**src/design/lmr_pkg.sv**
```systemverilog
// Shared constants, types and codes of the LMS regressor.
package lmr_pkg;

	localparam int NUM_OUTPUTS  = 3;
	localparam int NUM_FEATURES = 7;
	localparam int NUM_WEIGHTS  = NUM_OUTPUTS * NUM_FEATURES;

	localparam int FEAT_W   = 16;
	localparam int WEIGHT_W = 32;
	localparam int RATE_W   = 16;
	localparam int FRAC_W   = 16;

	localparam int OIDX_W = (NUM_OUTPUTS > 1) ? $clog2(NUM_OUTPUTS) : 1;
	localparam int FIDX_W = (NUM_FEATURES > 1) ? $clog2(NUM_FEATURES) : 1;
	localparam int WIDX_W = (NUM_WEIGHTS > 1) ? $clog2(NUM_WEIGHTS) : 1;

	// shared multiplier: A side holds a weight, an error or rate*error, B a feature or rate
	localparam int ERR_W   = FEAT_W + 1;
	localparam int MUL_A_W = RATE_W + ERR_W + 1;
	localparam int MUL_B_W = FEAT_W + 1;
	localparam int PROD_W  = MUL_A_W + MUL_B_W;
	localparam int ACC_W   = PROD_W + FIDX_W;
	localparam int DELTA_W = PROD_W - FRAC_W;
	localparam int WSUM_W  = ((DELTA_W > WEIGHT_W) ? DELTA_W : WEIGHT_W) + 1;

	localparam int IN_DATA_W  = (NUM_FEATURES + NUM_OUTPUTS) * FEAT_W;
	localparam int OUT_DATA_W = NUM_OUTPUTS * FEAT_W;

	localparam int  APB_ADDR_W  = 3;
	localparam int  APB_DATA_W  = 32;
	localparam logic REG_LEARN_RATE = 1'b0;
	localparam logic [RATE_W-1:0] RATE_RESET = 16'd66;

	typedef enum logic [1:0] {
		MUL_NONE,
		MUL_PRED,
		MUL_ERR,
		MUL_UPD
	} mul_op_t;

	typedef enum logic [2:0] {
		ST_IDLE,
		ST_PRED,
		ST_PDRAIN,
		ST_ERR,
		ST_REWAIT,
		ST_UPD,
		ST_UDRAIN,
		ST_DONE
	} lmr_state_t;

	typedef struct packed {
		logic              load;
		mul_op_t           op;
		logic [WIDX_W-1:0] widx;
		logic [OIDX_W-1:0] oidx;
		logic [FIDX_W-1:0] fidx;
		logic              first;
		logic              last;
		logic              re_load;
		logic              publish;
	} dp_cmd_t;

	typedef struct packed {
		logic train;
		logic out_free;
	} dp_stat_t;

endpackage

```
**src/design/lmr_ctrl.sv**
```systemverilog
// Sequencer: walks the prediction pass and the update pass over the weights.
module lmr_ctrl import lmr_pkg::*; (
	input  logic     clk,
	input  logic     arst_n,
	input  logic     in_valid,
	output logic     in_ready,
	input  dp_stat_t stat,
	output dp_cmd_t  cmd
);

	lmr_state_t        state_q, state_d;
	logic [WIDX_W-1:0] widx_q;
	logic [OIDX_W-1:0] oidx_q;
	logic [FIDX_W-1:0] fidx_q;
	logic              drain_q;
	logic              f_last, w_last, o_last;

	assign f_last = (fidx_q == FIDX_W'(NUM_FEATURES - 1));
	assign w_last = (widx_q == WIDX_W'(NUM_WEIGHTS - 1));
	assign o_last = (oidx_q == OIDX_W'(NUM_OUTPUTS - 1));

	always_ff @(posedge clk or negedge arst_n) begin
		if (!arst_n) begin
			state_q <= ST_IDLE;
			widx_q  <= '0;
			oidx_q  <= '0;
			fidx_q  <= '0;
			drain_q <= 1'b0;
		end else begin
			state_q <= state_d;
			case (state_q)
				ST_PRED, ST_UPD: begin
					widx_q <= widx_q + 1'b1;
					if (f_last) begin
						fidx_q <= '0;
						oidx_q <= oidx_q + 1'b1;
					end else begin
						fidx_q <= fidx_q + 1'b1;
					end
				end
				ST_UDRAIN: drain_q <= ~drain_q;
				ST_IDLE, ST_PDRAIN: begin
					widx_q  <= '0;
					oidx_q  <= '0;
					fidx_q  <= '0;
					drain_q <= 1'b0;
				end
				default: ;
			endcase
		end
	end

	always_comb begin
		state_d = state_q;
		case (state_q)
			ST_IDLE:   if (in_valid) state_d = ST_PRED;
			ST_PRED:   if (w_last) state_d = ST_PDRAIN;
			ST_PDRAIN: state_d = stat.train ? ST_ERR : ST_DONE;
			ST_ERR:    state_d = ST_REWAIT;
			ST_REWAIT: state_d = ST_UPD;
			ST_UPD:    if (f_last) state_d = o_last ? ST_UDRAIN : ST_ERR;
			ST_UDRAIN: if (drain_q) state_d = ST_DONE;
			ST_DONE:   if (stat.out_free) state_d = ST_IDLE;
			default:   state_d = ST_IDLE;
		endcase
	end

	always_comb begin
		in_ready  = 1'b0;
		cmd       = '0;
		cmd.op    = MUL_NONE;
		cmd.widx  = widx_q;
		cmd.oidx  = oidx_q;
		cmd.fidx  = fidx_q;
		cmd.first = (fidx_q == '0);
		cmd.last  = f_last;
		case (state_q)
			ST_IDLE: begin
				in_ready = 1'b1;
				cmd.load = in_valid;
			end
			ST_PRED:   cmd.op = MUL_PRED;
			ST_ERR:    cmd.op = MUL_ERR;
			ST_REWAIT: cmd.re_load = 1'b1;
			ST_UPD:    cmd.op = MUL_UPD;
			ST_DONE:   cmd.publish = stat.out_free;
			default: ;
		endcase
	end

endmodule

```
**src/design/lmr_dp.sv**
```systemverilog
// Datapath: weight store, shared multiplier, accumulator, update pipe, result register.
module lmr_dp import lmr_pkg::*; (
	input  logic                  clk,
	input  logic                  arst_n,
	input  dp_cmd_t               cmd,
	output dp_stat_t              stat,
	input  logic [RATE_W-1:0]     rate,
	input  logic [IN_DATA_W-1:0]  in_data,
	input  logic                  in_train,
	output logic                  out_valid,
	input  logic                  out_ready,
	output logic [OUT_DATA_W-1:0] out_data,
	output logic                  out_clip
);

	logic signed [WEIGHT_W-1:0] w_q    [NUM_WEIGHTS];
	logic signed [FEAT_W-1:0]   feat_q [NUM_FEATURES];
	logic signed [FEAT_W-1:0]   want_q [NUM_OUTPUTS];
	logic signed [FEAT_W-1:0]   pred_q [NUM_OUTPUTS];
	logic                       train_q;
	logic                       hit_q;
	logic signed [ACC_W-1:0]    acc_q;
	logic signed [MUL_A_W-1:0]  re_q;

	// stage 1: registered product and its tags
	mul_op_t                    op_s1;
	logic signed [PROD_W-1:0]   product_s1;
	logic [OIDX_W-1:0]          oidx_s1;
	logic [WIDX_W-1:0]          widx_s1;
	logic                       first_s1, last_s1;
	logic signed [WEIGHT_W-1:0] w_s1;
	// stage 2: rounded weight step
	logic                       upd_s2;
	logic [WIDX_W-1:0]          widx_s2;
	logic signed [WEIGHT_W-1:0] w_s2;
	logic signed [DELTA_W-1:0]  delta_s2;

	logic                       out_valid_q, out_clip_q;
	logic [OUT_DATA_W-1:0]      out_data_q;

	logic signed [WEIGHT_W-1:0] w_rd;
	logic signed [FEAT_W-1:0]   feat_sel, want_sel, pred_sel;
	logic signed [ERR_W-1:0]    err;
	logic signed [MUL_A_W-1:0]  mul_a;
	logic signed [MUL_B_W-1:0]  mul_b;
	logic signed [ACC_W-1:0]    acc_sum;
	logic                       pred_ovf;
	logic signed [FEAT_W-1:0]   pred_sat;
	logic signed [PROD_W-1:0]   prod_rnd;
	logic signed [WSUM_W-1:0]   w_sum;
	logic                       w_ovf;
	logic signed [WEIGHT_W-1:0] w_sat;

	assign w_rd     = w_q[cmd.widx];
	assign feat_sel = feat_q[cmd.fidx];
	assign want_sel = want_q[cmd.oidx];
	assign pred_sel = pred_q[cmd.oidx];
	assign err      = ERR_W'(want_sel) - ERR_W'(pred_sel);

	always_comb begin
		case (cmd.op)
			MUL_PRED: begin
				mul_a = MUL_A_W'(w_rd);
				mul_b = MUL_B_W'(feat_sel);
			end
			MUL_ERR: begin
				mul_a = MUL_A_W'(err);
				mul_b = $signed({1'b0, rate});
			end
			MUL_UPD: begin
				mul_a = re_q;
				mul_b = MUL_B_W'(feat_sel);
			end
			default: begin
				mul_a = '0;
				mul_b = '0;
			end
		endcase
	end

	// start each row at the rounding bias so one add finishes the sum
	assign acc_sum  = (first_s1 ? ACC_W'(1 << (FRAC_W - 1)) : acc_q) + ACC_W'(product_s1);
	assign pred_ovf = !((&acc_sum[ACC_W-1:FRAC_W+FEAT_W-1]) ||
	                    !(|acc_sum[ACC_W-1:FRAC_W+FEAT_W-1]));
	assign pred_sat = pred_ovf ? (acc_sum[ACC_W-1] ? {1'b1, {(FEAT_W-1){1'b0}}}
	                                               : {1'b0, {(FEAT_W-1){1'b1}}})
	                           : acc_sum[FRAC_W+FEAT_W-1:FRAC_W];

	assign prod_rnd = product_s1 + PROD_W'(1 << (FRAC_W - 1));

	assign w_sum = WSUM_W'(w_s2) + WSUM_W'(delta_s2);
	assign w_ovf = !((&w_sum[WSUM_W-1:WEIGHT_W-1]) || !(|w_sum[WSUM_W-1:WEIGHT_W-1]));
	assign w_sat = w_ovf ? (w_sum[WSUM_W-1] ? {1'b1, {(WEIGHT_W-1){1'b0}}}
	                                        : {1'b0, {(WEIGHT_W-1){1'b1}}})
	                     : w_sum[WEIGHT_W-1:0];

	// weight store: one read port at the sequencer index, one write port from stage 2
	always_ff @(posedge clk or negedge arst_n) begin
		if (!arst_n) begin
			for (int k = 0; k < NUM_WEIGHTS; k++) w_q[k] <= '0;
		end else if (upd_s2) begin
			w_q[widx_s2] <= w_sat;
		end
	end

	always_ff @(posedge clk or negedge arst_n) begin
		if (!arst_n) begin
			op_s1       <= MUL_NONE;
			upd_s2      <= 1'b0;
			hit_q       <= 1'b0;
			train_q     <= 1'b0;
			out_valid_q <= 1'b0;
		end else begin
			op_s1  <= cmd.op;
			upd_s2 <= (op_s1 == MUL_UPD);
			if (cmd.load) begin
				train_q <= in_train;
				hit_q   <= 1'b0;
			end else if (((op_s1 == MUL_PRED) && last_s1 && pred_ovf) || (upd_s2 && w_ovf)) begin
				hit_q <= 1'b1;
			end
			if (cmd.publish) begin
				out_valid_q <= 1'b1;
			end else if (out_ready) begin
				out_valid_q <= 1'b0;
			end
		end
	end

	always_ff @(posedge clk) begin
		if (cmd.load) begin
			for (int j = 0; j < NUM_FEATURES; j++)
				feat_q[j] <= in_data[j*FEAT_W +: FEAT_W];
			for (int i = 0; i < NUM_OUTPUTS; i++)
				want_q[i] <= in_data[(NUM_FEATURES+i)*FEAT_W +: FEAT_W];
		end
		product_s1 <= mul_a * mul_b;
		oidx_s1    <= cmd.oidx;
		widx_s1    <= cmd.widx;
		first_s1   <= cmd.first;
		last_s1    <= cmd.last;
		w_s1       <= w_rd;
		widx_s2    <= widx_s1;
		w_s2       <= w_s1;
		delta_s2   <= prod_rnd[PROD_W-1:FRAC_W];
		if (op_s1 == MUL_PRED) begin
			acc_q <= acc_sum;
			if (last_s1) pred_q[oidx_s1] <= pred_sat;
		end
		if (cmd.re_load) re_q <= product_s1[MUL_A_W-1:0];
		if (cmd.publish) begin
			for (int i = 0; i < NUM_OUTPUTS; i++)
				out_data_q[i*FEAT_W +: FEAT_W] <= pred_q[i];
			out_clip_q <= hit_q;
		end
	end

	assign stat.train    = train_q;
	assign stat.out_free = !out_valid_q || out_ready;
	assign out_valid     = out_valid_q;
	assign out_data      = out_data_q;
	assign out_clip      = out_clip_q;

endmodule

```
**src/design/lms_multi_output_regressor.sv**
```systemverilog
// Top level of the online LMS regressor: stream ports, APB register, sequencer and datapath.
//
// Input stream (s_axis): one item per handshake. tuser[0] is the command
// (0 predict, 1 predict then train); tdata carries seven Q7.8 features
// followed by three Q7.8 targets. Output stream (m_axis): one item per
// input item, holding the three Q7.8 predictions made with the weights as
// they stood before the item, and a saturation flag in tuser[0].
// Timing: one item is worked at a time, with a single shared multiplier
// stepping through the 21 weights. A predict item runs the products, a
// drain step and a publish step, then goes back to idle; a train item
// puts one error-times-rate product, one load step and seven weight
// updates per output, and then a drain of the update pipe, between the
// drain step and the publish step.
// The result sits in an output register, so a new item is accepted while
// the previous result still waits; a stalled receiver only holds the
// block once a second result is ready.
// Reset clears all weights to zero and sets learn_rate to 66 (about 0.001).
// The user must write learn_rate over APB at byte address 0 only while the
// block is idle; the block itself does not enforce it.
module lms_multi_output_regressor import lmr_pkg::*; (
	input  logic                  clk,
	input  logic                  arst_n,
	// APB register port
	input  logic                  psel,
	input  logic                  penable,
	input  logic                  pwrite,
	input  logic [APB_ADDR_W-1:0] paddr,
	input  logic [APB_DATA_W-1:0] pwdata,
	output logic [APB_DATA_W-1:0] prdata,
	output logic                  pready,
	// input items
	input  logic                  s_axis_tvalid,
	output logic                  s_axis_tready,
	input  logic [IN_DATA_W-1:0]  s_axis_tdata,  // pos_x, pos_y, pos_z, orient_w, orient_x,
	                                             // orient_y, orient_z, want_a, want_b, want_c
	input  logic [0:0]            s_axis_tuser,  // command
	// result items
	output logic                  m_axis_tvalid,
	input  logic                  m_axis_tready,
	output logic [OUT_DATA_W-1:0] m_axis_tdata,  // pred_a, pred_b, pred_c
	output logic [0:0]            m_axis_tuser   // clipped
);

	logic [RATE_W-1:0] rate_q;
	logic              reg_sel;
	dp_cmd_t           cmd;
	dp_stat_t          stat;

	// register index is the word address
	assign reg_sel = (paddr[APB_ADDR_W-1] == REG_LEARN_RATE);
	assign pready  = 1'b1;
	assign prdata  = reg_sel ? APB_DATA_W'(rate_q) : '0;

	// hold learn_rate; take a write on the access cycle
	always_ff @(posedge clk or negedge arst_n) begin
		if (!arst_n) begin
			rate_q <= RATE_RESET;
		end else if (psel && penable && pwrite && pready && reg_sel) begin
			rate_q <= pwdata[RATE_W-1:0];
		end
	end

	lmr_ctrl u_ctrl (
		.clk      (clk),
		.arst_n   (arst_n),
		.in_valid (s_axis_tvalid),
		.in_ready (s_axis_tready),
		.stat     (stat),
		.cmd      (cmd)
	);

	lmr_dp u_dp (
		.clk       (clk),
		.arst_n    (arst_n),
		.cmd       (cmd),
		.stat      (stat),
		.rate      (rate_q),
		.in_data   (s_axis_tdata),
		.in_train  (s_axis_tuser[0]),
		.out_valid (m_axis_tvalid),
		.out_ready (m_axis_tready),
		.out_data  (m_axis_tdata),
		.out_clip  (m_axis_tuser[0])
	);

endmodule

```
**config.mk**
```make
export PLATFORM = sky130hd
export DESIGN_NAME = lms_multi_output_regressor
export DESIGN_NICKNAME = d
export VERILOG_FILES = /design/src/design/lmr_pkg.sv /design/src/design/lmr_ctrl.sv /design/src/design/lmr_dp.sv /design/src/design/lms_multi_output_regressor.sv
export SDC_FILE = /design/constraint.sdc
export NUM_CORES = 2
export LEC_CHECK = 0
export BUFFER_PORTS_ARGS = -buffer_cell sky130_fd_sc_hd__buf_4
export CAP_MARGIN = 20
export CORE_ASPECT_RATIO = 1.25
export CORE_MARGIN = 10
export CORE_UTILIZATION = 52
export CTS_CLUSTER_SIZE = 8
export DETAILED_ROUTE_END_ITERATION = 7
export GPL_TIMING_DRIVEN = 0
export HOLD_SLACK_MARGIN = 0.08
export PLACE_DENSITY = 0.76
export REMOVE_ABC_BUFFERS = 1
export SYNTH_ARGS = -nofsm -noshare
export SYNTH_HDL_FRONTEND = slang
export SYNTH_SLANG_ARGS = --single-unit
```
**constraint.sdc**
```tcl
create_clock -name clk -period 21.5 [get_ports clk]
set_input_delay 3.225 -clock clk [delete_from_list [all_inputs] [get_ports clk]]
set_output_delay 3.225 -clock clk [all_outputs]
set_load 0.05 [all_outputs]
```
Word-level counts from Yosys, hierarchy flattened
Memory sizes are Yosys's and may differ from the RTL's. A register that Yosys moved wholly into a read port is not among the register bits.
Cells that the tools add are included.
{"block": "word_totals", "mem_count": 3, "ram_bits": 208, "out_inout_bits": 84, "elab_cells": 156, "romBits": 0, "input_bits": 203, "latchBits": 0, "ff_bits": 961}
{"block": "classes", "n_div": 0, "n_reduce_logical": 31, "mux": 42, "addsub": 7, "magnitude_cmp": 3, "n_eq_ne": 21, "shift": 0, "mul": 1, "bitwise_logic": 4}
{"name": "u_dp.feat_q", "depth": 7, "width": 16, "read_ports": 1, "rd_ports_with_merged_regs": 0, "write_ports": 7, "line_no": "lmr_dp.sv:17", "text": "logic signed [FEAT_W-1:0] feat_q [NUM_FEATURES];"}
{"name": "u_dp.pred_q", "depth": 3, "width": 16, "read_ports": 4, "rd_ports_with_merged_regs": 3, "write_ports": 1, "line_no": "lmr_dp.sv:19", "text": "logic signed [FEAT_W-1:0] pred_q [NUM_OUTPUTS];"}
{"name": "u_dp.want_q", "depth": 3, "width": 16, "read_ports": 1, "rd_ports_with_merged_regs": 0, "write_ports": 3, "line_no": "lmr_dp.sv:18", "text": "logic signed [FEAT_W-1:0] want_q [NUM_OUTPUTS];"}
{"cell": "672-bit bitwise mux", "n": 1}
{"cell": "32-bit binary-select mux with 5-bit select", "n": 1}
{"cell": "32-bit demux with 5-bit select", "n": 1}
{"cell": "32-bit 2-to-1 mux", "n": 5}
{"cell": "34-bit case mux with 3 select lines", "n": 1}
{"cell": "54-bit by 51-bit adder with 54-bit output", "n": 1}
{"cell": "54-bit 2-to-1 mux", "n": 1}
{"cell": "51-bit by 17-bit adder with 51-bit output, second input constant", "n": 1}
{"cell": "34-bit by 17-bit multiplier with 51-bit output", "n": 1}
{"cell": "16-bit 2-to-1 mux", "n": 3}
{"cell": "32-bit by 35-bit adder with 36-bit output", "n": 1}
{"cell": "17-bit case mux with 2 select lines", "n": 1}
{"cell": "3-bit 2-to-1 mux", "n": 8}
{"cell": "3-bit case mux with 8 select lines", "n": 1}
{"cell": "23-bit AND reduction", "n": 1}
{"cell": "23-bit OR reduction", "n": 1}
{"cell": "16-bit by 16-bit subtractor with 17-bit output", "n": 1}
{"cell": "3-bit equality test, second input constant", "n": 5}
{"cell": "1-bit 2-to-1 mux", "n": 13}
{"cell": "6-bit >= comparator, second input constant", "n": 2}
{"cell": "5-bit inverter with 6-bit output", "n": 2}
{"cell": "2-bit by 1-bit != test with 1-bit output, second input constant", "n": 5}
{"cell": "5-bit case mux with 2 select lines", "n": 1}
{"cell": "5-bit AND reduction", "n": 2}
{"cell": "24 further kinds", "n": 49}

Depth between registers and ports, before layout
{"block": "depth", "ltp_word": 10, "depth_mapped": 45, "depth_no_buf": 41}

Cells and area by module
A second synthesis with hierarchy kept.
{"block": "unflattened", "cells_unflattened": 6972, "hier_area_um2": 74111.1}
{"module": "lmr_dp", "n_inst": 1, "cells_each": 6808, "area_per_inst_um2": 72400.7, "seq_area_each_um2": 31089.8}
{"module": "lms_multi_output_regressor", "n_inst": 1, "cells_each": 70, "area_per_inst_um2": 902.1, "seq_area_each_um2": 402.9}
{"module": "lmr_ctrl", "n_inst": 1, "cells_each": 94, "area_per_inst_um2": 808.3, "seq_area_each_um2": 350.3}

Worst setup path after synthesis
No wires, ideal clock.
{"block": "synth_timing", "path_kind": "register to register", "from": "register u_ctrl.oidx_q[0]", "to": "register u_dp.product_s1[49]", "stages_incl_launch_ff": 42, "slack_ns": 10.105, "arrival_time_ns": 11.323, "n_path_buf": 4, "setup_time_ns": 0.072, "required_ns": 21.428, "synth_period_minus_slack_ns": 11.395, "cell_sequence": "dfrtp_1 -> clkbuf_1 -> clkbuf_1 -> mux4_2 -> ha_1 -> fa_1 -> nor2b_1 -> o21ai_0 -> a21boi_0 -> o21ai_0 -> a21boi_0 -> o2111ai_1 -> a31o_2 -> o21ai_0 -> or4b_2 -> a21oi_1 -> clkbuf_1 -> clkbuf_1 -> [... 6 more ...] -> inv_1 -> fa_1 -> fa_1 -> inv_1 -> fa_1 -> inv_1 -> ha_1 -> a21o_1 -> a21o_1 -> a2111oi_0 -> o31a_1 -> a211oi_1 -> o311ai_0 -> nand2_1 -> a211oi_1 -> o21ai_0 -> a221oi_1 -> xnor2_1"}
{"block": "synth_via", "elab_chain_len": 4, "elab_cells_between_ends": 5, "classes_between": "1 x add/sub; 1 x mul; 1 x mux; 2 x memory"}
{"item": "start, declared", "line_no": "lmr_ctrl.sv:13", "text": "logic [OIDX_W-1:0] oidx_q;"}
{"item": "start signal, assigned", "line_no": "lmr_ctrl.sv:36", "text": "oidx_q <= oidx_q + 1'b1;"}
{"item": "memory read 3 x 16 bit, on equally long branches"}
{"item": "16-bit by 16-bit subtractor with 17-bit output *", "line_no": "lmr_dp.sv:58", "text": "assign err = ERR_W'(want_sel) - ERR_W'(pred_sel);"}
{"item": "34-bit case mux with 3 select lines *", "line_no": "lmr_dp.sv:61", "text": "case (cmd.op)"}
{"item": "34-bit by 17-bit multiplier with 51-bit output *", "line_no": "lmr_dp.sv:137", "text": "product_s1 <= mul_a * mul_b;"}
{"item": "end signal, assigned", "line_no": "lmr_dp.sv:137"}
{"item": "end, declared", "line_no": "lmr_dp.sv:27", "text": "logic signed [PROD_W-1:0] product_s1;"}
Every way passes the cells marked *; elsewhere a longest branch is shown, timed or not.
A chain may end at the register's enable or synchronous reset.

Worst setup path in the final report
{"block": "layout_timing", "from": "register u_ctrl.oidx_q[1]", "to": "register u_dp.product_s1[49]"}
Same word-level chain as after synthesis.

==> key figures <==
Timing
  – Min Tclk post-route: 12540 ps
  – Fmax: between 70 and 80 MHz
  – Worst slew pin tran: 1420 ps
  – Slew headroom: 5.17%
  – Final Hold Fails: 0
  – # setup viols final: 0
  – RSZ-0062 raised after global routing: false
  – Final hold slack: 316 ps
  – Setup TNS: 0 ps
  – Fin. max-slew vios: 0
  – Post-Route Skew: 67.9 ps
  – Final period util: 58.3%

Clock network
  – Post-CTS Repair Setup Buffers: 0
  – Clk pin slew, worst setup/hold paths: 50 ps
  – Post_cts resized: 0
  – CTS tree: yes
  – Hold_buf cts: 0
  – CTS Root Cell: clkbuf_16
  – CTS Buffer Depth: 3
  – Clock Latency Late Sink: 820 ps
  – H-tree depth: 4
  – CTS sink cnt: around 1200
  – TritonCTS Buffers: 173

Global routing
  – Initial antenna violation count: 10
  – Tot GR Track Use: between 20% and 30%
  – Number of global-route vias before repair: 56992
  – Largest net degree at the start of global routing: between 100 and 150
  – Total grt overflow: 0
  – First-pass GRT wire length: 331000 µm

Synth
  – Mapped Cells: 6931
  – Seq/Total Area, Yosys: 43.1%
  – Mapped Area: 73900 µm²
  – Yosys reg bits: 1233
  – Synth unique cells: 90
  – Synth warnings: 0
  – Number of synthesized flops with an enable pin: 361
  – Ys flop type: dfrtp_1
  – Post-synthesis async set-or-reset flop share: a little under three fifths
  – Mean Syn Cell Area: roughly 11 µm²

Drt
  – Iter 0 DRT Violations: between 4000 and 5000
  – DRC viols: 0
  – Via/cell ratio: 5.96
  – Routed Antenna Nets: 0
  – Post-Route WL: between 200000 and 250000 µm
  – DR WL/cell: 23.7 µm
  – Routed via count: 54098
  – Pre-antenna DRT Iters: 7

Place
  – Placed inst area: 78900 µm²
  – Routability cong.: a little over 0.9
  – Detailed Place HPWL: ~150000 µm
  – Buffers on Ports: between 200 and 300

Worst setup path
  – CP peak stage delay: 1090 ps
  – Slowest cell on crit path: a22oi_1
  – WP data required: 22170 ps
  – Critical path buffers and inverters: 5
  – Critical path arrival: roughly 13000 ps
  – Crit. End Element: flip-flop
  – Crit path max-delay family: compound AO/OA/AOI/OAI gates
  – CP Class: reg2reg
  – Critical Path Source Type: flip-flop
  – Most frequent CP cell: fa_1
  – Worst-path maximum fanout: 30

Cells and area
  – Post-layout util: slightly below 60%
  – Syn-to-layout area delta: 13.7%
  – Most frequent cells in the layout: 1012 x nand2_1, 775 x o21ai_0, 699 x dfrtp_1
  – Share of cells above drive strength 1: around 14%
  – Nets: just over 8000
  – Post-route cell area: ~84000 µm²
  – Most common cell after layout, fill and taps aside: nand2_1

Worst hold path
  – Min-delay worst type: reg2reg

Job
  – Max Cap Viol: 0

Floorplanning
  – DIE WIDTH: about 360 µm
  – I/O Pins: 287
  – Core area: ~140000 µm²
  – # rows: 154
  – Die Y: 441 µm
  – Full die area: 158000 µm²
  – Initial Utilization: 52.4%

Status
  – Status: completed
## cells by family after synthesis
kind of cell	synth area share, %
simple gates	11.4
compound gates	10.9
flops	43.1
buf+inv	5.64
fa+ha+maj	18.9
mux	8.10
xor+xnor	1.94
other cells	0.0102
## stage by stage
stage          std cells  setup slack, ps
2_1_floorplan       6525             5200
4_1_cts             9063             9060
3_3_place_gp        8648            -6570
6_report            9073             8960
3_5_place_dp        8770             9330
5_1_grt             9071             8290
## per-layer routing
metal | wire (µm) | vias up | GRT usage (%) | share of wire, %
met4 | 12400 | 4 | 14.6 | 5.8
met5 | 27 | - | 0 | 0.013
met1 | 77000 | 27408 | 32.5 | 36
li1 | - | 23581 | - | -
met2 | 109000 | 2447 | 46.1 | 50
met3 | 17400 | 658 | 5.83 | 8.1
## worst register-to-register path, delay by kind of cell, from the launching register on
kind | cells | cell delay [ps]
AO/OA/AOI/OAI | 18 | 5730
adder cells (fa/ha/maj) | 9 | 4210
flip-flops | 1 | 810
buffers and inverters | 5 | 480
AND/OR/NAND/NOR | 3 | 430
XOR/XNOR | 2 | 400
multiplexers | 1 | 330
## worst paths after layout
path / cells past startpoint / from / endpoint / slack (ps)
max: 38 / u_ctrl.oidx_q[1] / u_dp.product_s1[49] / 8960
min: 0 / u_dp.w_s1[27] / u_dp.w_s2[27] / 320
max reg2reg: 38 / u_ctrl.oidx_q[1] / u_dp.product_s1[49] / 8960
min reg2reg: 0 / u_dp.w_s1[27] / u_dp.w_s2[27] / 320
max in group asynchronous: 4 / arst_n / u_dp.w_q[343] / 16900
min in group asynchronous: 1 / arst_n / u_dp.w_q[267] / 2340
## state kept, by name, summed over array words and instances (netlist names), 34 cells and up
signal           count
u_dp.w_q           672
u_dp.feat_q        112
u_dp.pred_q         64
u_dp.acc_q          54
u_dp.product_s1     51
m_axis_tdata        48
u_dp.want_q         48
u_dp.delta_s2       35
u_dp.re_q           34
## cell type report
class,instances,area (µm²)
antenna,4,10.0
clock buffer,275,4730
clock inverter,18,337
fill,11019,57000
inverter,665,2500
multi-input combinational,4627,38400
sequential,1233,31900
tap,1872,2340
timing repair buffer,379,3830
## synth_stat cells, types with 39 or more instances
| library cell | number | area [µm²] |
|---|---|---|
| nor2_1 | 516 | 1940 |
| clkbuf_1 | 368 | 1380 |
| a22oi_1 | 49 | 368 |
| edfxtp_1 | 361 | 10800 |
| a21oi_1 | 248 | 1240 |
| dfxtp_1 | 164 | 3280 |
| inv_1 | 663 | 2490 |
| nand3_1 | 58 | 290 |
| xnor2_1 | 127 | 1110 |
| nor2b_1 | 96 | 601 |
| fa_1 | 554 | 11100 |
| mux2i_1 | 39 | 390 |
| mux4_2 | 224 | 5040 |
| dfrtp_1 | 706 | 17700 |
| a21o_1 | 66 | 495 |
| nand2b_1 | 58 | 363 |
| o21ai_0 | 780 | 3900 |
| ha_1 | 231 | 2890 |
| nand2_1 | 1030 | 3870 |
Power is not shown: default switching activity piles up to over one toggle a cycle in this logic, so the estimate is an artifact.
